`src/erc_pkg.sv`:
```
package erc_pkg;

  // Longest record the converter handles; larger lengths act as this value.
  localparam int MAX_RECORD  = 63;
  // Most output beats that one input beat can cause.
  localparam int MAX_RESULTS = 64;
  // Default depth of the command queue between front and back end.
  localparam int QUEUE_DEPTH = 4;

  localparam int CNT_W = 7;

  localparam logic [7:0] CH_NL     = 8'h0A;
  localparam logic [7:0] CH_ASPACE = 8'h20;
  localparam logic [7:0] CH_ESPACE = 8'h40;

  localparam logic ACT_FLUSH = 1'b1;

  localparam logic [1:0] CASE_UPPER = 2'd1;
  localparam logic [1:0] CASE_LOWER = 2'd2;

  typedef enum logic [1:0] {
    CFG_TRANSLATE = 2'd0,
    CFG_CASE      = 2'd1,
    CFG_SWAP      = 2'd2,
    CFG_RECLEN    = 2'd3
  } cfg_idx_t;

  typedef enum logic [1:0] {
    XL_COPY      = 2'd0,
    XL_UNBLOCK   = 2'd1,
    XL_BLOCK     = 2'd2,
    XL_BLOCK_PRT = 2'd3
  } xlate_t;

  // One input beat's worth of work for the back end. The bytes it stands for are
  // rep_cnt copies of rep_byte, then mid_byte if has_mid, then a newline if
  // has_end, optionally led by the held swap byte.
  typedef struct packed {
    logic [7:0]       rep_byte;
    logic [5:0]       rep_cnt;
    logic             has_mid;
    logic [7:0]       mid_byte;
    logic             has_end;
    logic             held_in;
    logic [7:0]       held_byte;
    logic             swap;
    logic [CNT_W-1:0] slen;
    logic [CNT_W-1:0] n_out;
  } cmd_t;

  localparam logic [7:0] E2A [256] = '{
    8'h00,8'h01,8'h02,8'h03,8'h9C,8'h09,8'h86,8'h7F,8'h97,8'h8D,8'h8E,8'h0B,8'h0C,8'h0D,8'h0E,8'h0F,
    8'h10,8'h11,8'h12,8'h13,8'h9D,8'h85,8'h08,8'h87,8'h18,8'h19,8'h92,8'h8F,8'h1C,8'h1D,8'h1E,8'h1F,
    8'h80,8'h81,8'h82,8'h83,8'h84,8'h0A,8'h17,8'h1B,8'h88,8'h89,8'h8A,8'h8B,8'h8C,8'h05,8'h06,8'h07,
    8'h90,8'h91,8'h16,8'h93,8'h94,8'h95,8'h96,8'h04,8'h98,8'h99,8'h9A,8'h9B,8'h14,8'h15,8'h9E,8'h1A,
    8'h20,8'hA0,8'hA1,8'hA2,8'hA3,8'hA4,8'hA5,8'hA6,8'hA7,8'hA8,8'h5B,8'h2E,8'h3C,8'h28,8'h2B,8'h21,
    8'h26,8'hA9,8'hAA,8'hAB,8'hAC,8'hAD,8'hAE,8'hAF,8'hB0,8'hB1,8'h5D,8'h24,8'h2A,8'h29,8'h3B,8'h5E,
    8'h2D,8'h2F,8'hB2,8'hB3,8'hB4,8'hB5,8'hB6,8'hB7,8'hB8,8'hB9,8'h7C,8'h2C,8'h25,8'h5F,8'h3E,8'h3F,
    8'hBA,8'hBB,8'hBC,8'hBD,8'hBE,8'hBF,8'hC0,8'hC1,8'hC2,8'h60,8'h3A,8'h23,8'h40,8'h27,8'h3D,8'h22,
    8'hC3,8'h61,8'h62,8'h63,8'h64,8'h65,8'h66,8'h67,8'h68,8'h69,8'hC4,8'hC5,8'hC6,8'hC7,8'hC8,8'hC9,
    8'hCA,8'h6A,8'h6B,8'h6C,8'h6D,8'h6E,8'h6F,8'h70,8'h71,8'h72,8'hCB,8'hCC,8'hCD,8'hCE,8'hCF,8'hD0,
    8'hD1,8'h7E,8'h73,8'h74,8'h75,8'h76,8'h77,8'h78,8'h79,8'h7A,8'hD2,8'hD3,8'hD4,8'hD5,8'hD6,8'hD7,
    8'hD8,8'hD9,8'hDA,8'hDB,8'hDC,8'hDD,8'hDE,8'hDF,8'hE0,8'hE1,8'hE2,8'hE3,8'hE4,8'hE5,8'hE6,8'hE7,
    8'h7B,8'h41,8'h42,8'h43,8'h44,8'h45,8'h46,8'h47,8'h48,8'h49,8'hE8,8'hE9,8'hEA,8'hEB,8'hEC,8'hED,
    8'h7D,8'h4A,8'h4B,8'h4C,8'h4D,8'h4E,8'h4F,8'h50,8'h51,8'h52,8'hEE,8'hEF,8'hF0,8'hF1,8'hF2,8'hF3,
    8'h5C,8'h9F,8'h53,8'h54,8'h55,8'h56,8'h57,8'h58,8'h59,8'h5A,8'hF4,8'hF5,8'hF6,8'hF7,8'hF8,8'hF9,
    8'h30,8'h31,8'h32,8'h33,8'h34,8'h35,8'h36,8'h37,8'h38,8'h39,8'hFA,8'hFB,8'hFC,8'hFD,8'hFE,8'hFF
  };

  localparam logic [7:0] A2E_STD [128] = '{
    8'h00,8'h01,8'h02,8'h03,8'h37,8'h2D,8'h2E,8'h2F,8'h16,8'h05,8'h25,8'h0B,8'h0C,8'h0D,8'h0E,8'h0F,
    8'h10,8'h11,8'h12,8'h13,8'h3C,8'h3D,8'h32,8'h26,8'h18,8'h19,8'h3F,8'h27,8'h1C,8'h1D,8'h1E,8'h1F,
    8'h40,8'h4F,8'h7F,8'h7B,8'h5B,8'h6C,8'h50,8'h7D,8'h4D,8'h5D,8'h5C,8'h4E,8'h6B,8'h60,8'h4B,8'h61,
    8'hF0,8'hF1,8'hF2,8'hF3,8'hF4,8'hF5,8'hF6,8'hF7,8'hF8,8'hF9,8'h7A,8'h5E,8'h4C,8'h7E,8'h6E,8'h6F,
    8'h7C,8'hC1,8'hC2,8'hC3,8'hC4,8'hC5,8'hC6,8'hC7,8'hC8,8'hC9,8'hD1,8'hD2,8'hD3,8'hD4,8'hD5,8'hD6,
    8'hD7,8'hD8,8'hD9,8'hE2,8'hE3,8'hE4,8'hE5,8'hE6,8'hE7,8'hE8,8'hE9,8'h4A,8'hE0,8'h5A,8'h5F,8'h6D,
    8'h79,8'h81,8'h82,8'h83,8'h84,8'h85,8'h86,8'h87,8'h88,8'h89,8'h91,8'h92,8'h93,8'h94,8'h95,8'h96,
    8'h97,8'h98,8'h99,8'hA2,8'hA3,8'hA4,8'hA5,8'hA6,8'hA7,8'hA8,8'hA9,8'hC0,8'h6A,8'hD0,8'hA1,8'h07
  };

  localparam logic [7:0] A2E_PRT [128] = '{
    8'h00,8'h01,8'h02,8'h03,8'h37,8'h2D,8'h2E,8'h2F,8'h16,8'h05,8'h25,8'h0B,8'h0C,8'h0D,8'h0E,8'h0F,
    8'h10,8'h11,8'h12,8'h13,8'h3C,8'h3D,8'h32,8'h26,8'h18,8'h19,8'h3F,8'h27,8'h1C,8'h1D,8'h1E,8'h1F,
    8'h40,8'h5A,8'h7F,8'h7B,8'h5B,8'h6C,8'h50,8'h7D,8'h4D,8'h5D,8'h5C,8'h4E,8'h6B,8'h60,8'h4B,8'h61,
    8'hF0,8'hF1,8'hF2,8'hF3,8'hF4,8'hF5,8'hF6,8'hF7,8'hF8,8'hF9,8'h7A,8'h5E,8'h4C,8'h7E,8'h6E,8'h6F,
    8'h7C,8'hC1,8'hC2,8'hC3,8'hC4,8'hC5,8'hC6,8'hC7,8'hC8,8'hC9,8'hD1,8'hD2,8'hD3,8'hD4,8'hD5,8'hD6,
    8'hD7,8'hD8,8'hD9,8'hE2,8'hE3,8'hE4,8'hE5,8'hE6,8'hE7,8'hE8,8'hE9,8'hAD,8'hE0,8'hBD,8'h4A,8'h6D,
    8'h7D,8'h81,8'h82,8'h83,8'h84,8'h85,8'h86,8'h87,8'h88,8'h89,8'h91,8'h92,8'h93,8'h94,8'h95,8'h96,
    8'h97,8'h98,8'h99,8'hA2,8'hA3,8'hA4,8'hA5,8'hA6,8'hA7,8'hA8,8'hA9,8'h8B,8'h4F,8'h9B,8'h5F,8'h07
  };

  // Case mapping on an ASCII byte; unused mode codes leave the byte alone.
  function automatic logic [7:0] fix_case(input logic [1:0] mode, input logic [7:0] c);
    logic [7:0] r;
    r = c;
    if (mode == CASE_UPPER && (c inside {[8'h61:8'h7A]})) begin
      r = c - 8'h20;
    end else if (mode == CASE_LOWER && (c inside {[8'h41:8'h5A]})) begin
      r = c + 8'h20;
    end
    return r;
  endfunction

endpackage

```
`src/erc_queue.sv`:
```
module erc_queue #(
  parameter int DEPTH = erc_pkg::QUEUE_DEPTH
) (
  input  logic          clk,
  input  logic          rst_n,
  input  logic          push,
  input  erc_pkg::cmd_t push_cmd,
  output logic          full,
  input  logic          pop,
  output erc_pkg::cmd_t head,
  output logic          head_valid
);

  localparam int PW = (DEPTH > 1) ? $clog2(DEPTH) : 1;
  localparam int CW = $clog2(DEPTH + 1);

  erc_pkg::cmd_t   slot_r [DEPTH];
  logic [PW-1:0]   wr_ptr_r;
  logic [PW-1:0]   rd_ptr_r;
  logic [CW-1:0]   count_r;

  function automatic logic [PW-1:0] bump(input logic [PW-1:0] p);
    return (p == PW'(DEPTH - 1)) ? '0 : p + 1'b1;
  endfunction

  assign full       = (count_r == CW'(DEPTH));
  assign head_valid = (count_r != '0);
  assign head       = slot_r[rd_ptr_r];

  always_ff @(posedge clk) begin
    if (push) begin
      slot_r[wr_ptr_r] <= push_cmd;
    end
  end

  always_ff @(posedge clk) begin
    if (!rst_n) begin
      wr_ptr_r <= '0;
      rd_ptr_r <= '0;
      count_r  <= '0;
    end else begin
      if (push) begin
        wr_ptr_r <= bump(wr_ptr_r);
      end
      if (pop) begin
        rd_ptr_r <= bump(rd_ptr_r);
      end
      if (push && !pop) begin
        count_r <= count_r + 1'b1;
      end else if (pop && !push) begin
        count_r <= count_r - 1'b1;
      end
    end
  end

endmodule

```
`src/erc_front.sv`:
```
module erc_front (
  input  logic          clk,
  input  logic          rst_n,
  input  logic          cfg_valid,
  output logic          cfg_ready,
  input  logic [1:0]    cfg_index,
  input  logic [5:0]    cfg_data,
  input  logic          in_tvalid,
  output logic          in_tready,
  input  logic [7:0]    in_tdata,
  input  logic          in_tuser,
  input  logic          q_full,
  output logic          push,
  output erc_pkg::cmd_t push_cmd
);

  erc_pkg::xlate_t translate_mode_r;
  logic [1:0]      case_mode_r;
  logic            swap_pairs_r;
  logic [5:0]      record_length_r;

  logic [5:0] pos_r, pos_nxt;
  logic [5:0] pend_r, pend_nxt;
  logic       held_valid_r, held_valid_nxt;
  logic [7:0] held_byte_r, held_byte_nxt;

  logic       accept, flush, rec_end, swap_now;
  logic [5:0] len, pos1, pad_cnt;
  logic [7:0] e_byte, c_byte, blk_byte, last_put;
  logic [7:0] rep_byte, mid_byte;
  logic [5:0] rep_cnt;
  logic       has_mid, has_end;
  logic [erc_pkg::CNT_W-1:0] puts, slen, n_out;

  localparam logic [erc_pkg::CNT_W-1:0] NMAX = erc_pkg::CNT_W'(erc_pkg::MAX_RESULTS);

  assign cfg_ready = 1'b1;
  assign in_tready = !q_full;
  assign accept    = in_tvalid && !q_full;
  assign flush     = (in_tuser == erc_pkg::ACT_FLUSH);

  always_ff @(posedge clk) begin
    if (!rst_n) begin
      translate_mode_r <= erc_pkg::XL_COPY;
      case_mode_r      <= '0;
      swap_pairs_r     <= 1'b0;
      record_length_r  <= 6'(erc_pkg::MAX_RECORD);
    end else if (cfg_valid) begin
      case (erc_pkg::cfg_idx_t'(cfg_index))
        erc_pkg::CFG_TRANSLATE: translate_mode_r <= erc_pkg::xlate_t'(cfg_data[1:0]);
        erc_pkg::CFG_CASE:      case_mode_r      <= cfg_data[1:0];
        erc_pkg::CFG_SWAP:      swap_pairs_r     <= cfg_data[0];
        erc_pkg::CFG_RECLEN:    record_length_r  <= cfg_data;
        default: ;
      endcase
    end
  end

  // A zero length acts as one byte; anything above the limit is clamped.
  always_comb begin
    len = record_length_r;
    if (record_length_r == '0) begin
      len = 6'd1;
    end else if (record_length_r > 6'(erc_pkg::MAX_RECORD)) begin
      len = 6'(erc_pkg::MAX_RECORD);
    end
  end

  assign pos1     = pos_r + 6'd1;
  assign rec_end  = (pos1 >= len);
  assign pad_cnt  = (pos_r < len) ? (len - pos_r) : '0;
  assign e_byte   = erc_pkg::E2A[in_tdata];
  assign c_byte   = erc_pkg::fix_case(case_mode_r, in_tdata);
  assign blk_byte = c_byte[7] ? 8'h00 :
                    (translate_mode_r == erc_pkg::XL_BLOCK_PRT) ?
                    erc_pkg::A2E_PRT[c_byte[6:0]] : erc_pkg::A2E_STD[c_byte[6:0]];

  // Classify the beat into a run of repeated bytes, a middle byte and a newline.
  always_comb begin
    rep_byte = erc_pkg::CH_ESPACE;
    rep_cnt  = '0;
    has_mid  = 1'b0;
    mid_byte = c_byte;
    has_end  = 1'b0;
    pos_nxt  = pos_r;
    pend_nxt = pend_r;
    if (!flush) begin
      case (translate_mode_r)
        erc_pkg::XL_COPY: begin
          has_mid = 1'b1;
        end
        erc_pkg::XL_UNBLOCK: begin
          if (e_byte == erc_pkg::CH_ASPACE) begin
            pend_nxt = pend_r + 6'd1;
          end else begin
            rep_byte = erc_pkg::CH_ASPACE;
            rep_cnt  = pend_r;
            has_mid  = 1'b1;
            mid_byte = erc_pkg::fix_case(case_mode_r, e_byte);
            pend_nxt = '0;
          end
          if (rec_end) begin
            has_end  = 1'b1;
            pos_nxt  = '0;
            pend_nxt = '0;
          end else begin
            pos_nxt = pos1;
          end
        end
        erc_pkg::XL_BLOCK, erc_pkg::XL_BLOCK_PRT: begin
          if (in_tdata == erc_pkg::CH_NL) begin
            rep_cnt = pad_cnt;
            pos_nxt = '0;
          end else begin
            has_mid  = 1'b1;
            mid_byte = blk_byte;
            pos_nxt  = rec_end ? '0 : pos1;
          end
        end
        default: ;
      endcase
    end else begin
      if (pos_r != '0) begin
        if (translate_mode_r == erc_pkg::XL_UNBLOCK) begin
          has_end = 1'b1;
        end else if (translate_mode_r != erc_pkg::XL_COPY) begin
          rep_cnt = pad_cnt;
        end
      end
      pos_nxt  = '0;
      pend_nxt = '0;
    end
  end

  // Pairing is counted here so that the back end only sees beats that emit.
  assign swap_now = swap_pairs_r || held_valid_r;
  assign puts     = erc_pkg::CNT_W'(rep_cnt) + erc_pkg::CNT_W'(has_mid)
                  + erc_pkg::CNT_W'(has_end);
  assign slen     = puts + erc_pkg::CNT_W'(held_valid_r);
  assign last_put = has_end ? erc_pkg::CH_NL : (has_mid ? mid_byte : rep_byte);

  always_comb begin
    if (flush) begin
      n_out = slen;
    end else if (swap_now) begin
      n_out = (slen >= NMAX) ? NMAX : {slen[erc_pkg::CNT_W-1:1], 1'b0};
    end else begin
      n_out = (slen > NMAX) ? NMAX : slen;
    end
  end

  always_comb begin
    held_valid_nxt = 1'b0;
    held_byte_nxt  = held_byte_r;
    if (!flush && swap_now) begin
      held_valid_nxt = slen[0] && (slen < NMAX);
      if (held_valid_nxt && puts != '0) begin
        held_byte_nxt = last_put;
      end
    end
  end

  assign push = accept && (n_out != '0);

  always_comb begin
    push_cmd.rep_byte  = rep_byte;
    push_cmd.rep_cnt   = rep_cnt;
    push_cmd.has_mid   = has_mid;
    push_cmd.mid_byte  = mid_byte;
    push_cmd.has_end   = has_end;
    push_cmd.held_in   = held_valid_r;
    push_cmd.held_byte = held_byte_r;
    push_cmd.swap      = swap_now;
    push_cmd.slen      = slen;
    push_cmd.n_out     = n_out;
  end

  always_ff @(posedge clk) begin
    if (!rst_n) begin
      pos_r        <= '0;
      pend_r       <= '0;
      held_valid_r <= 1'b0;
      held_byte_r  <= '0;
    end else if (accept) begin
      pos_r        <= pos_nxt;
      pend_r       <= pend_nxt;
      held_valid_r <= held_valid_nxt;
      held_byte_r  <= held_byte_nxt;
    end
  end

endmodule

```
`src/erc_back.sv`:
```
module erc_back (
  input  logic          clk,
  input  logic          rst_n,
  input  erc_pkg::cmd_t head,
  input  logic          head_valid,
  output logic          pop,
  output logic          out_tvalid,
  input  logic          out_tready,
  output logic [7:0]    out_tdata,
  output logic          out_tlast
);

  logic       out_valid_r;
  logic [7:0] out_byte_r;
  logic       out_last_r;
  logic [5:0] idx_r;

  logic                      load, is_last, tail;
  logic [erc_pkg::CNT_W-1:0] idx_inc;
  logic [5:0]                j, k;
  logic [7:0]                sel;

  assign load    = head_valid && (!out_valid_r || out_tready);
  assign idx_inc = erc_pkg::CNT_W'(idx_r) + 1'b1;
  assign is_last = (idx_inc == head.n_out);
  // An odd byte left at the end of a flush goes out unpaired.
  assign tail    = !idx_r[0] && (idx_inc == head.slen);
  assign j       = (head.swap && !tail) ? {idx_r[5:1], ~idx_r[0]} : idx_r;
  assign k       = j - 6'(head.held_in);

  always_comb begin
    if (head.held_in && j == '0) begin
      sel = head.held_byte;
    end else if (k < head.rep_cnt) begin
      sel = head.rep_byte;
    end else if (k == head.rep_cnt && head.has_mid) begin
      sel = head.mid_byte;
    end else begin
      sel = erc_pkg::CH_NL;
    end
  end

  assign pop = load && is_last;

  always_ff @(posedge clk) begin
    if (load) begin
      out_byte_r <= sel;
      out_last_r <= is_last;
    end
  end

  always_ff @(posedge clk) begin
    if (!rst_n) begin
      out_valid_r <= 1'b0;
      idx_r       <= '0;
    end else if (load) begin
      out_valid_r <= 1'b1;
      idx_r       <= is_last ? '0 : idx_inc[5:0];
    end else if (out_tready) begin
      out_valid_r <= 1'b0;
    end
  end

  assign out_tvalid = out_valid_r;
  assign out_tdata  = out_byte_r;
  assign out_tlast  = out_last_r;

endmodule

```
`src/ebcdic_ascii_record_converter.sv`:
```
// Byte stream converter between EBCDIC fixed records and ASCII lines, with
// optional case mapping on the ASCII side and byte pair swapping on the output.
// A front end takes one input beat per cycle while the queue has room, keeps
// the record position, the withheld unblock spaces and the swap byte, and
// turns each beat into a short command; a command queue of QUEUE_DEPTH
// entries feeds a back end that sends one output beat per cycle while
// out_tready is high, through a registered output stage. An input beat that
// yields k output beats holds the back end until all k have gone (k up to 64,
// for instance a record padded with spaces); the front keeps accepting beats
// while the queue has room, so in steady translation the block moves one byte
// per clock in each direction when neither side stalls. A beat that yields
// nothing, such as a byte taken into the swap register or a trailing space,
// never enters the queue. The first output beat of a byte passes through the
// command queue and the output register before it is presented.
// Configuration writes are taken at any time but are meant to be made only
// while the block is idle.
module ebcdic_ascii_record_converter #(
  // Command queue depth between front and back end.
  parameter int QUEUE_DEPTH = erc_pkg::QUEUE_DEPTH
) (
  input  logic       clk,
  input  logic       rst_n,

  // Configuration writes: index 0 translate mode, 1 case mode, 2 swap pairs,
  // 3 record length.
  input  logic       cfg_valid,
  output logic       cfg_ready,
  input  logic [1:0] cfg_index,
  input  logic [5:0] cfg_data,

  // Input beats.
  input  logic       in_tvalid,
  output logic       in_tready,
  input  logic [7:0] in_tdata,   // [7:0] in_byte
  input  logic       in_tuser,   // [0] action: 0 data byte, 1 end of stream flush

  // Output beats.
  output logic       out_tvalid,
  input  logic       out_tready,
  output logic [7:0] out_tdata,  // [7:0] out_byte
  output logic       out_tlast   // final beat caused by one input beat
);

  erc_pkg::cmd_t push_cmd;
  erc_pkg::cmd_t head;
  logic          push, q_full, pop, head_valid;

  // The front classifies each beat and keeps all per-record state, so the
  // back end only has to walk through the bytes of one command.
  erc_front u_front (
    .clk       (clk),
    .rst_n     (rst_n),
    .cfg_valid (cfg_valid),
    .cfg_ready (cfg_ready),
    .cfg_index (cfg_index),
    .cfg_data  (cfg_data),
    .in_tvalid (in_tvalid),
    .in_tready (in_tready),
    .in_tdata  (in_tdata),
    .in_tuser  (in_tuser),
    .q_full    (q_full),
    .push      (push),
    .push_cmd  (push_cmd)
  );

  // The queue lets input keep flowing while a long space run drains.
  erc_queue #(
    .DEPTH (QUEUE_DEPTH)
  ) u_queue (
    .clk        (clk),
    .rst_n      (rst_n),
    .push       (push),
    .push_cmd   (push_cmd),
    .full       (q_full),
    .pop        (pop),
    .head       (head),
    .head_valid (head_valid)
  );

  // The back end emits the command's bytes in output order, applying the pair
  // swap by index, and marks the last one of each command.
  erc_back u_back (
    .clk        (clk),
    .rst_n      (rst_n),
    .head       (head),
    .head_valid (head_valid),
    .pop        (pop),
    .out_tvalid (out_tvalid),
    .out_tready (out_tready),
    .out_tdata  (out_tdata),
    .out_tlast  (out_tlast)
  );

endmodule

```
`config.mk`:
```
export PLATFORM = sky130hd
export DESIGN_NAME = ebcdic_ascii_record_converter
export DESIGN_NICKNAME = d
export VERILOG_FILES = /design/src/erc_pkg.sv /design/src/erc_queue.sv /design/src/erc_front.sv /design/src/erc_back.sv /design/src/ebcdic_ascii_record_converter.sv
export SDC_FILE = /design/constraint.sdc
export NUM_CORES = 1
export LEC_CHECK = 0
export ABC_AREA = 1
export BUFFER_PORTS_ARGS = -buffer_cell sky130_fd_sc_hd__buf_2
export CORE_ASPECT_RATIO = 1.25
export CORE_MARGIN = 5
export CORE_UTILIZATION = 57
export DETAILED_ROUTE_END_ITERATION = 6
export GPL_TIMING_DRIVEN = 0
export PLACE_DENSITY = 0.77
export SLEW_MARGIN = 20
export SYNTH_ARGS = -nofsm -noshare
export SYNTH_HDL_FRONTEND = slang
export SYNTH_SLANG_ARGS = --single-unit
```
`constraint.sdc`:
```
create_clock -name clk -period 6.4 [get_ports clk]
set_clock_uncertainty 0.05 [all_clocks]
set_input_delay 0.32 -clock clk [delete_from_list [all_inputs] [get_ports clk]]
set_output_delay 0.32 -clock clk [all_outputs]
set_load 0.005 [all_outputs]
```
==> out/qor.csv <==
stage,metric,value,unit
power_and_ir_drop,Max rail drop VDD,0.0001912,V
worst_hold_path,Worst Hold Endpoint,u_front.record_length_r[0],
floorplan,die area,0.02644,mm^2
cts,register clock-pin slew on the reported worst setup and hold paths,0.06,ns
yosys,xor/xnor share of the synthesized area,1.981,%
timing,Highest Clock Rate,158.5,MHz
cts,CTS tree,built,
power_and_ir_drop,internal power,2456,uW
timing,part of the cycle the worst path needs,98.57,%
place,final RePlAce weighted congestion,1.024,
yosys,largest family of logic cells by synthesized area,simple AND/OR/NAND/NOR gates,
yosys,multiplexer area fraction after synthesis,0,%
setup_path,Worst setup EP type,register,
setup_path,Worst path slowest cell,fa_2,
cts,CTS H-tree lvls,1,
yosys,synth warn,0,
power_and_ir_drop,Sw Ratio,28.71,%
yosys,Post-synth EDFFs,169,
setup_path,WS Path Type,in -> reg,
timing,final hold viol count,0,
power_and_ir_drop,Pwr Total,3446,uW
power_and_ir_drop,Leakage,0.006240,uW
grt,initial antenna violation count,0,
timing,Slew Limit Fails,0,
layout,Layout area overhead,12.49,%
grt,first-pass GRT wire length,68530,um
yosys,Mapped Area,0.01327,mm^2
layout,fin nets,1819,
yosys,syn_area_per_cell,7.991,um^2
floorplan,Core ar.,0.02296,mm^2
timing,min Tclk post-route,6.308,ns
cts,Root Buffer,clkbuf_16,
yosys,"top cells by area, synth","edfxtp_1, nand2_1, dfxtp_1",
yosys,share of Yosys cell area claimed by the top area cell type,38.26,%
setup_path,"setup slack, reg-to-reg",0.29,ns
routing,First DRT Iteration DRCs,1389,
yosys,cell taking the most area after synthesis,edfxtp_1,
timing,Worst slew margin,42.23,%
timing,setup ws final,0.09178,ns
yosys,Post-synth top flop,edfxtp_1,
setup_path,reg2reg start,u_front.pos_r[0],
setup_path,CP max FO,9,
grt,Overflow after GRT,0,
setup_path,Worst setup SP type,primary input,
place,dpl hpwl,32680,um
run_status,status,completed,
power_and_ir_drop,Comb power frac,19.0,%
power_and_ir_drop,sw power,989.4,uW
yosys,Mapped Nets,1737,
yosys,Yosys cell types,56,
routing,WL met1,16710,um
setup_path,CP peak stage delay,0.43,ns
worst_hold_path,hold_sp,cfg_data[0],
routing,via count,12693,
timing,Fin Hold WS,0.03001,ns
yosys,Post-synth ARST share,0,%
worst_hold_path,Hold Crit Depth,3,
floorplan,IO Count,34,
power_and_ir_drop,Clk pwr share,34.2,%
setup_path,crit path DAT,6.66,ns
grt,pin count of the biggest net entering global routing,24,
floorplan,Core Rows,62,
floorplan,Initial Util,57.77,%
yosys,simple-gate share of the synthesized area,23.69,%
yosys,adder-cell share of the synthesized area,5.357,%
yosys,"count leader, synth",nand2_1,
yosys,sequential fraction of the synthesis area,45.50,%
timing,worst-margin pin slew,0.8575,ns
layout,ant diodes,0,
yosys,synthesized netlist cell count,1660,
grt,gr usage total,32.93,%
floorplan,Die Ht,180.6,um
routing,final WL,45110,um
power_and_ir_drop,Seq pwr share,46.8,%
routing,DRT Pass-1 Iters,6,
cts,clk_lat worst skew,0.51,ns
routing,WL per Instance,22.06,um
routing,met3 WL,3569,um
yosys,synth cell count leaders,"nand2_1, nor2_1, edfxtp_1",
routing,met2 WL post-DR,21830,um
grt,vias in the first global route,12010,
layout,fin cells,2045,
place,PortBufs,31,
routing,via/cell ratio,6.207,
routing,DR top layer,met4,
setup_path,R2R Path End,u_queue.count_r[1],
cts,clk sinks,217,
cts,CTS Buffer Depth,3,
setup_path,Worst R2R Path Depth,32,
run,Max Cap Viol,0,
yosys,Compound-Gate Fraction of Synth Area,15.96,%
setup_path,worst endpoint required time,6.75,ns
timing,final setup fails,0,
floorplan,chip width,146.4,um
cts,cts bufs inserted,21,
layout,share of cells above drive strength 1,10.98,%
routing,ANT nets after route,0,
place,dpl cells,1984,
yosys,#FFs+latches synth,217,
routing,DRC,0,
worst_hold_path,Hold WC Path Type,in -> reg,
place,dpl ws,-1.538,ns
power_and_ir_drop,Power Density,230.9,mW/mm^2
placed cells by master, fill, tap and decap left out, types with 3 or more instances in the layout:
master / synthesis / routed
buf_1: 3 / 3
nor2_1: 194 / 184
or2_2: 7 / 7
nand3_2: 4 / 3
a31oi_1: 16 / 15
a221oi_1: 4 / 4
ha_1: 52 / 48
o21ai_1: 8 / 9
clkbuf_16: 0 / 21
nor4_1: 5 / 5
a21boi_0: 3 / 3
buf_6: 0 / 3
o221ai_1: 6 / 6
a22oi_1: 7 / 7
buf_2: 15 / 46
dlygate4sd3_1: 0 / 5
nor2_2: 8 / 12
edfxtp_1: 169 / 169
xor2_1: 24 / 24
a32o_1: 10 / 10
nand2_2: 10 / 13
clkinv_1: 2 / 5
a31o_2: 4 / 4
xnor2_1: 6 / 5
a211oi_1: 5 / 4
dfxtp_1: 48 / 48
a21oi_1: 108 / 106
inv_1: 159 / 155
o211ai_1: 15 / 15
nand3_1: 118 / 118
o21ai_0: 123 / 122
buf_4: 7 / 21
clkbuf_1: 47 / 53
nand2_1: 354 / 350
nor2_4: 0 / 8
o22ai_1: 35 / 35
inv_2: 18 / 20
nand4_1: 19 / 19
nor3_1: 15 / 14
layer usage:
| metal | up-vias | track usage, % |
|---|---|---|
| met1 | 5903 | 40.12 |
| met5 | - | 0 |
| met2 | 717 | 56.88 |
| met4 | 0 | 17.81 |
| li1 | 5871 | - |
| met3 | 202 | 4.000 |
through the flow:
stage	TNS, ns	cell area [um^2]	utilization (%)
2_1_floorplan	-98.09	13270	-
3_3_place_gp	-584.10	13780	60.02
3_5_place_dp	-229.45	13920	60.64
4_1_cts	0	14750	64.23
5_1_grt	-3.660	14920	64.98
6_report	0	14920	64.98
final cells by class:
type,count,area (um^2)
clock buffer,28,561.8
clock inverter,10,88.84
fill,1919,8040
inverter,179,678.2
timing repair buffer,57,429.2
sequential,217,6036
buffer,73,330.3
tap,288,360.3
multi-input combinational,1193,6437
sequential cells by signal, summed over array words and instances, names as in the netlist, 3 cells and up, named ones only:
register	cells
u_back.idx_r	6
u_queue.slot_r	160
u_front.pend_r	6
u_queue.count_r	3
u_back.out_tdata	8
u_front.pos_r	6
u_front.record_length_r	6
u_front.held_byte_r	8
logic make-up (layout without fill, tap and decap cells):
group,after synthesis,after routing
compound gates,362,362
simple gates,743,745
xor+xnor,30,30
flops,217,217
fa+ha+maj,55,55
other cells,1,1
buf+inv,252,347
worst max-delay path: cells and delay by family:
kind | cells | cell delay (ns)
buffers and inverters | 11 | 1.23
AOI/OAI and AO/OA | 5 | 0.58
and+or+nand+nor | 20 | 2.81
adders and majority gates | 6 | 1.68
worst max path at each step:
stage	from	end	slack (ns)	depth (start not counted)
global placement	in_tdata[1]	u_queue.slot_r[3][32]	-3.56	38
global route	in_tdata[1]	u_queue.count_r[1]	-0.09	43
CTS	in_tdata[1]	u_queue.count_r[1]	0.02	43
detailed placement	in_tdata[1]	u_queue.count_r[1]	-1.54	41
finish	in_tdata[1]	u_queue.count_r[1]	0.09	42
floorplan	in_tdata[1]	u_queue.slot_r[3][0]	-0.61	37
power groups by stage:
stage / Combinational (uW) / Clock, uW / Sequential (uW)
after floorplan: 389 / 0 / 1640
after global placement: 586 / 0 / 1650
after detailed placement: 605 / 0 / 1640
after CTS: 627 / 1190 / 1610
after global routing: 705 / 1240 / 1620
final: 653 / 1180 / 1610
what timing repair did:
action	in CTS	in global routing
gates resized for setup	17	27
pin swaps	5	8
gates cloned	2	0
setup endpoints to repair	166	163
buffers inserted	5	10
hold buffers	5	0
endpoints found under the hold margin	5	0
No activity file was read; power rests on OpenSTA's default activity.
